### config.mk
export PLATFORM = sky130hd
export DESIGN_NAME = two_key_priority_queue_unit
export DESIGN_NICKNAME = d
export VERILOG_FILES = /design/src/design/tpq_pkg.sv /design/src/design/two_key_priority_queue_unit.sv /design/src/design/tpq_cell.sv
export VERILOG_INCLUDE_DIRS = /design/src /design/src/design
export SDC_FILE = /design/constraint.sdc
export NUM_CORES = 2
export LEC_CHECK = 0
export BUFFER_PORTS_ARGS = -buffer_cell sky130_fd_sc_hd__buf_2
export CAP_MARGIN = 20
export CORE_ASPECT_RATIO = 1.1
export CORE_UTILIZATION = 57
export CTS_CLUSTER_DIAMETER = 200
export CTS_CLUSTER_SIZE = 20
export DETAILED_ROUTE_END_ITERATION = 7
export GPL_TIMING_DRIVEN = 1
export HOLD_SLACK_MARGIN = 0.05
export PLACE_DENSITY = 0.78
export SLEW_MARGIN = 20
export SYNTH_ARGS = -nofsm -noshare
export SYNTH_HDL_FRONTEND = slang
export SYNTH_HIERARCHICAL = 1
export SYNTH_SLANG_ARGS = --single-unit
### constraint.sdc
create_clock -name clock -period 19.8 [get_ports clock]
set_input_delay 3.96 -clock clock [delete_from_list [all_inputs] [get_ports clock]]
set_output_delay 3.96 -clock clock [all_outputs]
set_load 0.05 [all_outputs]
### src/design/two_key_priority_queue_unit_assert.svh
// Assertion macros for the two-key priority queue unit.
// In synthesis builds the macros expand to nothing.
`ifndef TWO_KEY_PRIORITY_QUEUE_UNIT_ASSERT_SVH
`define TWO_KEY_PRIORITY_QUEUE_UNIT_ASSERT_SVH

`ifndef SYNTHESIS

// Checked on every edge, masked while reset is high.
`define TPQ_ASSERT(lbl, prop, msg) \
   lbl: assert property (@(posedge clock) disable iff (reset) prop) else $error(msg);

// Checked on every edge, reset included.
`define TPQ_ASSERT_ALWAYS(lbl, prop, msg) \
   lbl: assert property (@(posedge clock) prop) else $error(msg);

`else

`define TPQ_ASSERT(lbl, prop, msg)
`define TPQ_ASSERT_ALWAYS(lbl, prop, msg)

`endif

`endif

### src/design/tpq_pkg.sv
package tpq_pkg;

   localparam int QUEUE_DEPTH = 16;
   localparam int OccW        = 5;

   localparam logic ModeEnqueue = 1'b0;
   localparam logic ModeDequeue = 1'b1;

   localparam logic [1:0] StatusOk    = 2'd0;
   localparam logic [1:0] StatusEmpty = 2'd1;
   localparam logic [1:0] StatusFull  = 2'd2;

   typedef struct packed {
      logic               mode;
      logic [15:0]        item_tag;
      logic signed [15:0] primary_key;
      logic signed [15:0] secondary_key;
   } tpq_req_type;

   typedef struct packed {
      logic [1:0]         status;
      logic [15:0]        out_tag;
      logic signed [15:0] out_primary;
      logic signed [15:0] out_secondary;
      logic [OccW-1:0]    occupancy;
   } tpq_rsp_type;

   // One held entry.
   typedef struct packed {
      logic [15:0]        tag;
      logic signed [15:0] primary;
      logic signed [15:0] secondary;
   } tpq_entry_type;

   // Chain-wide move for this cycle.
   typedef struct packed {
      logic shift_in;    // enqueue: cells at and behind the slot move back
      logic shift_out;   // dequeue: every cell takes its right neighbour
   } tpq_ctl_type;

endpackage

### src/design/two_key_priority_queue_unit.sv
// Channel   Direction  Payload               Handshake
// req_      in         tpq_pkg::tpq_req_type req_valid / req_stall
// rsp_      out        tpq_pkg::tpq_rsp_type rsp_valid / rsp_stall
//
// One request per cycle; its response appears in the output register on the
// next cycle. The rate is set by the cell chain: every slot compares its key
// pair with the new request in parallel and moves in the same edge.
// Synchronous active-high reset empties the queue and clears rsp_valid.
// A held response stalls the request side (req_stall follows rsp_stall).
`include "two_key_priority_queue_unit_assert.svh"

module two_key_priority_queue_unit #(
   parameter int Depth = tpq_pkg::QUEUE_DEPTH
) (
   input  logic                 clock,
   input  logic                 reset,
   input  logic                 req_valid,
   output logic                 req_stall,
   input  tpq_pkg::tpq_req_type req_data,
   output logic                 rsp_valid,
   input  logic                 rsp_stall,
   output tpq_pkg::tpq_rsp_type rsp_data
);

   localparam int CountW = $clog2(Depth + 1);
   localparam int OccW   = tpq_pkg::OccW;

   // Handshake and output register
   logic                 req_accept;
   logic                 rsp_valid_ff;
   logic                 rsp_valid_in;
   tpq_pkg::tpq_rsp_type rsp_ff;
   tpq_pkg::tpq_rsp_type rsp_in;

   // Queue state
   logic [CountW-1:0]    count_ff;
   logic [CountW-1:0]    count_in;
   logic                 is_full;
   logic                 is_empty;
   logic                 do_enqueue;
   logic                 do_dequeue;
   logic                 empty_deq;
   logic                 head_order_ok;

   tpq_pkg::tpq_ctl_type   ctl;
   tpq_pkg::tpq_entry_type new_entry;
   tpq_pkg::tpq_entry_type cell_entry [Depth];
   logic                   cell_ahead [Depth];
   logic                   cell_occ   [Depth];

   // Stall only while a response is held by the far side.
   assign req_stall  = rsp_valid_ff && rsp_stall;
   assign req_accept = req_valid && !req_stall;

   assign is_full  = (count_ff == CountW'(Depth));
   assign is_empty = (count_ff == '0);

   assign do_enqueue = req_accept && (req_data.mode == tpq_pkg::ModeEnqueue) && !is_full;
   assign do_dequeue = req_accept && (req_data.mode == tpq_pkg::ModeDequeue) && !is_empty;
   assign empty_deq  = req_accept && (req_data.mode == tpq_pkg::ModeDequeue) && is_empty;

   assign ctl.shift_in  = do_enqueue;
   assign ctl.shift_out = do_dequeue;

   assign new_entry.tag       = req_data.item_tag;
   assign new_entry.primary   = req_data.primary_key;
   assign new_entry.secondary = req_data.secondary_key;

   // Cell chain: slot 0 is the front. Equal keys never set ahead, so a new
   // entry lands behind older entries with the same key pair.
   for (genvar i = 0; i < Depth; i++) begin : g_cell
      assign cell_occ[i] = (CountW'(i) < count_ff);

      if (i == 0) begin : g_head
         if (Depth > 1) begin : g_more
            tpq_cell u_cell (
               .clock      (clock),
               .ctl        (ctl),
               .occupied   (cell_occ[i]),
               .left_ahead (1'b0),
               .new_entry  (new_entry),
               .left_entry (new_entry),
               .right_entry(cell_entry[i+1]),
               .entry      (cell_entry[i]),
               .ahead      (cell_ahead[i])
            );
         end else begin : g_one
            tpq_cell u_cell (
               .clock      (clock),
               .ctl        (ctl),
               .occupied   (cell_occ[i]),
               .left_ahead (1'b0),
               .new_entry  (new_entry),
               .left_entry (new_entry),
               .right_entry(cell_entry[i]),
               .entry      (cell_entry[i]),
               .ahead      (cell_ahead[i])
            );
         end
      end else if (i == Depth - 1) begin : g_tail
         // Tail content after a dequeue is beyond the count; keep it.
         tpq_cell u_cell (
            .clock      (clock),
            .ctl        (ctl),
            .occupied   (cell_occ[i]),
            .left_ahead (cell_ahead[i-1]),
            .new_entry  (new_entry),
            .left_entry (cell_entry[i-1]),
            .right_entry(cell_entry[i]),
            .entry      (cell_entry[i]),
            .ahead      (cell_ahead[i])
         );
      end else begin : g_mid
         tpq_cell u_cell (
            .clock      (clock),
            .ctl        (ctl),
            .occupied   (cell_occ[i]),
            .left_ahead (cell_ahead[i-1]),
            .new_entry  (new_entry),
            .left_entry (cell_entry[i-1]),
            .right_entry(cell_entry[i+1]),
            .entry      (cell_entry[i]),
            .ahead      (cell_ahead[i])
         );
      end
   end

   // Occupancy count
   always_comb begin
      count_in = count_ff;
      if (do_enqueue) begin
         count_in = count_ff + CountW'(1);
      end else if (do_dequeue) begin
         count_in = count_ff - CountW'(1);
      end
   end

   // Response build: out_ fields are zero unless a dequeue succeeds.
   always_comb begin
      rsp_in = rsp_ff;
      rsp_valid_in = rsp_valid_ff;
      if (req_accept) begin
         rsp_valid_in         = 1'b1;
         rsp_in.status        = tpq_pkg::StatusOk;
         rsp_in.out_tag       = '0;
         rsp_in.out_primary   = '0;
         rsp_in.out_secondary = '0;
         rsp_in.occupancy     = OccW'(count_in);
         case (req_data.mode)
            tpq_pkg::ModeEnqueue: begin
               if (is_full) begin
                  rsp_in.status = tpq_pkg::StatusFull;
               end
            end
            tpq_pkg::ModeDequeue: begin
               if (is_empty) begin
                  rsp_in.status = tpq_pkg::StatusEmpty;
               end else begin
                  rsp_in.out_tag       = cell_entry[0].tag;
                  rsp_in.out_primary   = cell_entry[0].primary;
                  rsp_in.out_secondary = cell_entry[0].secondary;
               end
            end
            default: begin
               rsp_in.status = tpq_pkg::StatusOk;
            end
         endcase
      end else if (!rsp_stall) begin
         rsp_valid_in = 1'b0;
      end
   end

   always_ff @(posedge clock) begin
      if (reset) begin
         count_ff     <= '0;
         rsp_valid_ff <= 1'b0;
      end else begin
         count_ff     <= count_in;
         rsp_valid_ff <= rsp_valid_in;
      end
      rsp_ff <= rsp_in;
   end

   assign rsp_valid = rsp_valid_ff;
   assign rsp_data  = rsp_ff;

   // Front two slots must be in service order when both are held.
   if (Depth > 1) begin : g_order
      assign head_order_ok = ($signed(cell_entry[0].primary) < $signed(cell_entry[1].primary))
         || (($signed(cell_entry[0].primary) == $signed(cell_entry[1].primary))
             && ($signed(cell_entry[0].secondary) <= $signed(cell_entry[1].secondary)));
   end else begin : g_no_order
      assign head_order_ok = 1'b1;
   end

   `TPQ_ASSERT_ALWAYS(a_count_bound, reset || (count_ff <= CountW'(Depth)), "count above depth")
   `TPQ_ASSERT(a_enq_grows, do_enqueue |=> count_ff == $past(count_ff) + CountW'(1), "enqueue lost")
   `TPQ_ASSERT(a_empty, empty_deq |=> rsp_ff.status == tpq_pkg::StatusEmpty, "empty missed")
   `TPQ_ASSERT(a_head_order, (count_ff > CountW'(1)) |-> head_order_ok, "front slots out of order")

endmodule

### src/design/tpq_cell.sv
// One slot of the sorted chain.
module tpq_cell (
   input  logic                  clock,
   input  tpq_pkg::tpq_ctl_type  ctl,
   input  logic                  occupied,
   input  logic                  left_ahead,
   input  tpq_pkg::tpq_entry_type new_entry,
   input  tpq_pkg::tpq_entry_type left_entry,
   input  tpq_pkg::tpq_entry_type right_entry,
   output tpq_pkg::tpq_entry_type entry,
   output logic                  ahead
);

   tpq_pkg::tpq_entry_type entry_ff;
   tpq_pkg::tpq_entry_type entry_in;

   // New entry is served ahead of this slot (an empty slot always loses).
   always_comb begin
      ahead = !occupied
            || ($signed(new_entry.primary) < $signed(entry_ff.primary))
            || (($signed(new_entry.primary) == $signed(entry_ff.primary))
                && ($signed(new_entry.secondary) < $signed(entry_ff.secondary)));
   end

   always_comb begin
      entry_in = entry_ff;
      if (ctl.shift_out) begin
         entry_in = right_entry;
      end else if (ctl.shift_in) begin
         if (left_ahead) begin
            entry_in = left_entry;
         end else if (ahead) begin
            entry_in = new_entry;
         end
      end
   end

   always_ff @(posedge clock) begin
      entry_ff <= entry_in;
   end

   assign entry = entry_ff;

endmodule
=== Word-level counts from Yosys, hierarchy flattened ===
Cells that the tools add are included.

* Register bits: 829
* Output and inout bits: 57
* Logic and storage cells: 301

* Add/subtract/negate cells: 2
* Order comparisons: 48
* Equality and inequality tests: 18
* Muxes and demuxes: 68
* Bitwise logic cells: 2
* Reductions and logical operators: 108

{| class="wikitable"
|+ Operators by type and width
! kind !! number
|-
| 48-bit two-way mux || 61
|-
| 16-bit < comparator || 32
|-
| 16-bit == test || 16
|-
| 3-bit nonzero test || 14
|-
| 4-bit by 5-bit < comparator with 1-bit output (first input constant) || 8
|-
| 1-bit logical OR || 32
|-
| 2-bit AND reduction || 15
|-
| 1-bit logical AND || 22
|-
| 3-bit by 5-bit < comparator with 1-bit output (first input constant) || 4
|-
| 1-bit zero test || 19
|-
| 1-bit by 5-bit < comparator with 1-bit output (first input constant) || 2
|-
| 2-bit by 5-bit < comparator with 1-bit output (first input constant) || 2
|-
| 5-bit two-way mux || 2
|-
| 2-bit nonzero test || 3
|-
| 5-bit by 1-bit adder with 5-bit output (second input constant) || 1
|-
| 5-bit == test (second input constant) || 1
|-
| 5-bit zero test || 1
|-
| 5-bit by 1-bit subtractor with 5-bit output (second input constant) || 1
|-
| 2-bit case mux with 2 select lines || 1
|-
| 1-bit two-way mux || 3
|-
| 3-bit AND reduction || 1
|-
| 2-bit two-way mux || 1
|-
| 2-bit by 1-bit != test with 1-bit output (second input constant) || 1
|-
| 1-bit NOT || 2
|-
| 2-bit OR reduction || 1
|}

=== Longest topological paths before layout ===
* Depth after elaboration: 8
* Gate-level depth with buffers: 13
* Depth with buffers taken out: 10

=== Modules after synthesis ===
The synthesis kept the hierarchy.

{| class="wikitable"
|+ By module, submodules not included
! module !! instances !! cells an instance !! area each (sq um) !! seq. area each (sq um)
|-
| tpq_cell (g_cell[0].g_head.g_more.u_cell ...) || 13 || 324 || 3,285.7 || 1,441.4
|-
| tpq_cell (g_cell[7].g_mid.u_cell ...) || 3 || 325 || 3,221.8 || 1,441.4
|-
| two_key_priority_queue_unit || 1 || 208 || 2,628.8 || 1,771.7
|}

=== Worst setup path after synthesis ===
No wires, ideal clock.

* Path type: input to register
* Start: in req_data[31] (netlist name)
* End: reg g_cell[10].g_mid.u_cell.entry_ff, in the netlist g_cell[10].g_mid.u_cell/entry[0] (enable)
* Setup time: 0.482 ns
* Arrival: 8.441 ns
* Slack: 10.877 ns
* Cell stages on the path: 11
* Buffers on the path: 3
* Cell sequence: ha_1 -> nand4_1 -> or3_4 -> nor4_1 -> mux2i_1 -> nand2_1 -> clkbuf_1 -> buf_2 -> buf_2 -> nor2_1 -> a31oi_1

{| class="wikitable"
|+ RTL lines
! element !! line !! source
|-
| start, declared || two_key_priority_queue_unit.sv:19 || <nowiki>input tpq_pkg::tpq_req_type req_data,</nowiki>
|-
| end signal, assigned || tpq_cell.sv:39 || <nowiki>entry_ff <= entry_in;</nowiki>
|-
| end, declared || tpq_cell.sv:14 || <nowiki>tpq_pkg::tpq_entry_type entry_ff;</nowiki>
|}

=== Worst setup path in the final report ===
* Start: in req_data[48] (netlist name)
* End: reg g_cell[2].g_mid.u_cell.entry_ff, in the netlist g_cell[2].g_mid.u_cell/entry[36] (enable)

{| class="wikitable"
|+ RTL lines
! element !! line !! source
|-
| 1-bit logical AND (*) || -- ||
|-
| 1-bit logical AND (*) || two_key_priority_queue_unit.sv:59 || <nowiki>assign do_dequeue = req_accept && (req_data.mode == tpq_pkg::ModeDequeue) && !is_empty;</nowiki>
|-
| named net do_dequeue || two_key_priority_queue_unit.sv:41 || <nowiki>logic do_dequeue;</nowiki>
|-
| 3-bit nonzero test (no source line) / 2-bit nonzero test (equally long branches) || -- ||
|-
| 2-bit AND reduction (no source line) (*) || -- ||
|-
| end signal, assigned || tpq_cell.sv:39 ||
|-
| end, declared || tpq_cell.sv:14 ||
|}

Mark *: on every way through the listed nets, which the timed path passes. The rest lies on a longest branch.
A chain may end at the register's enable or synchronous reset.

==> flow_summary.yaml <==
route:
  drtIter0Drc: 3846
  routed-via-count: 39517
  viasPerCell: 5.99
  remaining_drc_errors: 0
  firstDrtPassIters: 6
  wl_um: 127000
  wl_per_cell_um: 19.3
  drtAntennaViolNets: 0
power_and_ir_drop:
  combPwrFrac_pct: 32.8
  pwr-share-seq_pct: 48.8
  leakagePower_nw: 26.8
  p_sw_share_pct: 35.1
  p_int_mw: 3.61
  p_switching_mw: 1.95
  power_frac_clock_pct: 18.4
  power_density_nw_per_um2: 96.0
  ir_drop_uv: 110
floorplan:
  start_util_pct: 57.5
  num_rows: 119
  die_x_um: 298
  coreArea_um2: 95700
  die_y_um: 328
  pin_count: 110
  die_area_um2: 97700
cells_and_area:
  fin_nets: 5864
  drive_gt1_share_pct: 6.20
  final_common_cell: "nand2_1"
  final_cell_mix: "nand2_1 (868), edfxtp_1 (823), o21ai_0 (816), mux2i_1 (800), inv_1 (520)"
  n_antenna_cell: 0
  stdcell_count: 6593
  synthToLayoutAreaGrowth_pct: 5.43
worst_setup_path:
  path_buf_inv: 6
  cpLargestDelayFamily: "buffers and inverters"
  worst-setup-path-type: "primary input to flop"
  critPathMaxFanout: 220
  crit_top_cell: "buf_4"
  cp_data_required_time_ns: 20.08
  crit_chain: "buf_2 -> nand2_1 -> nor2_4 -> buf_4 -> buf_12 -> buf_16 -> buf_4 -> nor2_1 -> a31oi_4 -> buf_4"
  worstPathArrival_ns: 8.73
  crit_slowest_cell: "buf_4"
  endpoint_kind: "flop"
  cpPeakStageDelay_ns: 0.92
  cp-start-kind: "primary input"
clocking:
  clk_latency_ns: 0.65
  post_cts_buffers: 0
  path_clk_slew_ns: 0.08
  h-tree-depth: 2
  cts_tree: "done"
  clkSinkCount: 829
  cts_hold_buffers: 0
  clock_path_buffers: 3
  clock-root-buffer: "clkbuf_16"
  cts_buffers: 47
  ctsResizeCount: 0
timing:
  final-setup-viol-count: 0
  skew_ns: 0.0283
  max_slew_margin_pct: 24.8
  tightest_slew_ns: 1.12
  min_period_over_period_pct: 42.7
  final_max_slew_viol_count: 0
  fin_tns_setup_ns: 0
  finalCriticalPeriod_ns: 8.45
  timing.fmax_ghz: 0.118
  rsz0062_at_grt: "false"
  hold_viol_final: 0
worst_hold_path:
  hold_class: "flop to flop"
placed_design:
  place_inst: 6531
  gp_congestion: 0.922
  dp_hpwl_um: 91200
  port_buffers: 109
synth:
  syn_nets: 5947
  synthesis.instances: 5394
  yosys_warnings: 6
  netlist_area_um2: 55000
  syn_avg_cell_area_um2: 10.2
global_routing:
  use_met1_pct: 35.9
  grt_pass1_vias: 38407
  antenna_found_initial: 6
  gr-usage-met2_pct: 42.0
  grt-busiest-layer: "met2"
  grt_pass1_wl_um: 204000
  grtUsageTotal_pct: 25.6
  met3_usage_pct: 2.86
  grt_max_degree: 288
  grt.overflow.total: 0
status:
  outcome: "finished, final reports clean"
flow_run:
  cap_violations: 0
area by class of cell:
cell class                 instances  area (um^2)
clock buffer                      58         1240
clock inverter                     3         41.3
fill                            7612        37800
inverter                         521         1960
multi-input combinational       3756        27400
sequential                       829        24800
tap                             1270         1590
timing repair buffer             156          951
sequential cells by signal, indices dropped and copies added, names as in the netlist:
| register | cells |
|---|---|
| count_ff | 5 |
| g_cell.g_tail.u_cell/entry | 48 |
| rsp_data | 55 |
| g_cell.g_mid.u_cell/entry | 672 |
| g_cell.g_head.g_more.u_cell/entry | 48 |
| rsp_valid | 1 |
worst min-delay path: stages, from the launching register on:
cell,delay (ns)
edfxtp_1,0.35
nand2_1,0.05
o21ai_0,0.06
through the flow:
| stage | power (mW) | hold WS, ns | worst slack [ns] | area [um^2] | util [%] |
|---|---|---|---|---|---|
| after floorplan | 4.04 | 0.522 | 10.88 | 55000 | - |
| after global placement | 4.46 | 0.530 | 10.95 | 56700 | 59.2 |
| after detailed placement | 4.56 | 0.538 | 10.81 | 56700 | 59.2 |
| after CTS | 5.56 | 0.547 | 11.41 | 58000 | 60.5 |
| after global routing | 5.88 | 0.569 | 10.95 | 58000 | 60.6 |
| final | 5.57 | 0.549 | 11.35 | 58000 | 60.6 |
power groups by stage:
stage                     registers (mW)  logic (mW)  clock network, mW
after CTS                           2.71        1.81               1.04
after detailed placement            2.76        1.80                  0
after floorplan                     2.72        1.31                  0
after global routing                2.76        2.03               1.09
final                               2.72        1.83               1.02
after global placement              2.74        1.72                  0
layer usage:
| metal | vias to the layer above | wire length (um) | share of wire [%] |
|---|---|---|---|
| met1 | 18674 | 56200 | 44 |
| met4 | 10 | 3140 | 2.5 |
| met5 | - | 64 | 0.050 |
| met3 | 198 | 8560 | 6.7 |
| met2 | 1476 | 59300 | 47 |
| li1 | 19159 | - | - |
path summary, 6_finish.rpt:
check,cells after the start,to,start,slack [ns]
min,2,g_cell[7].g_mid.u_cell/entry[37],g_cell[8].g_mid.u_cell/entry[37],0.55
max,10,g_cell[2].g_mid.u_cell/entry[36],req_data[48],11.35
max reg2reg,12,g_cell[2].g_mid.u_cell/entry[36],count_ff[0],13.66
min reg2reg,2,g_cell[7].g_mid.u_cell/entry[37],g_cell[8].g_mid.u_cell/entry[37],0.55
(Power assumes the default switching activity.)
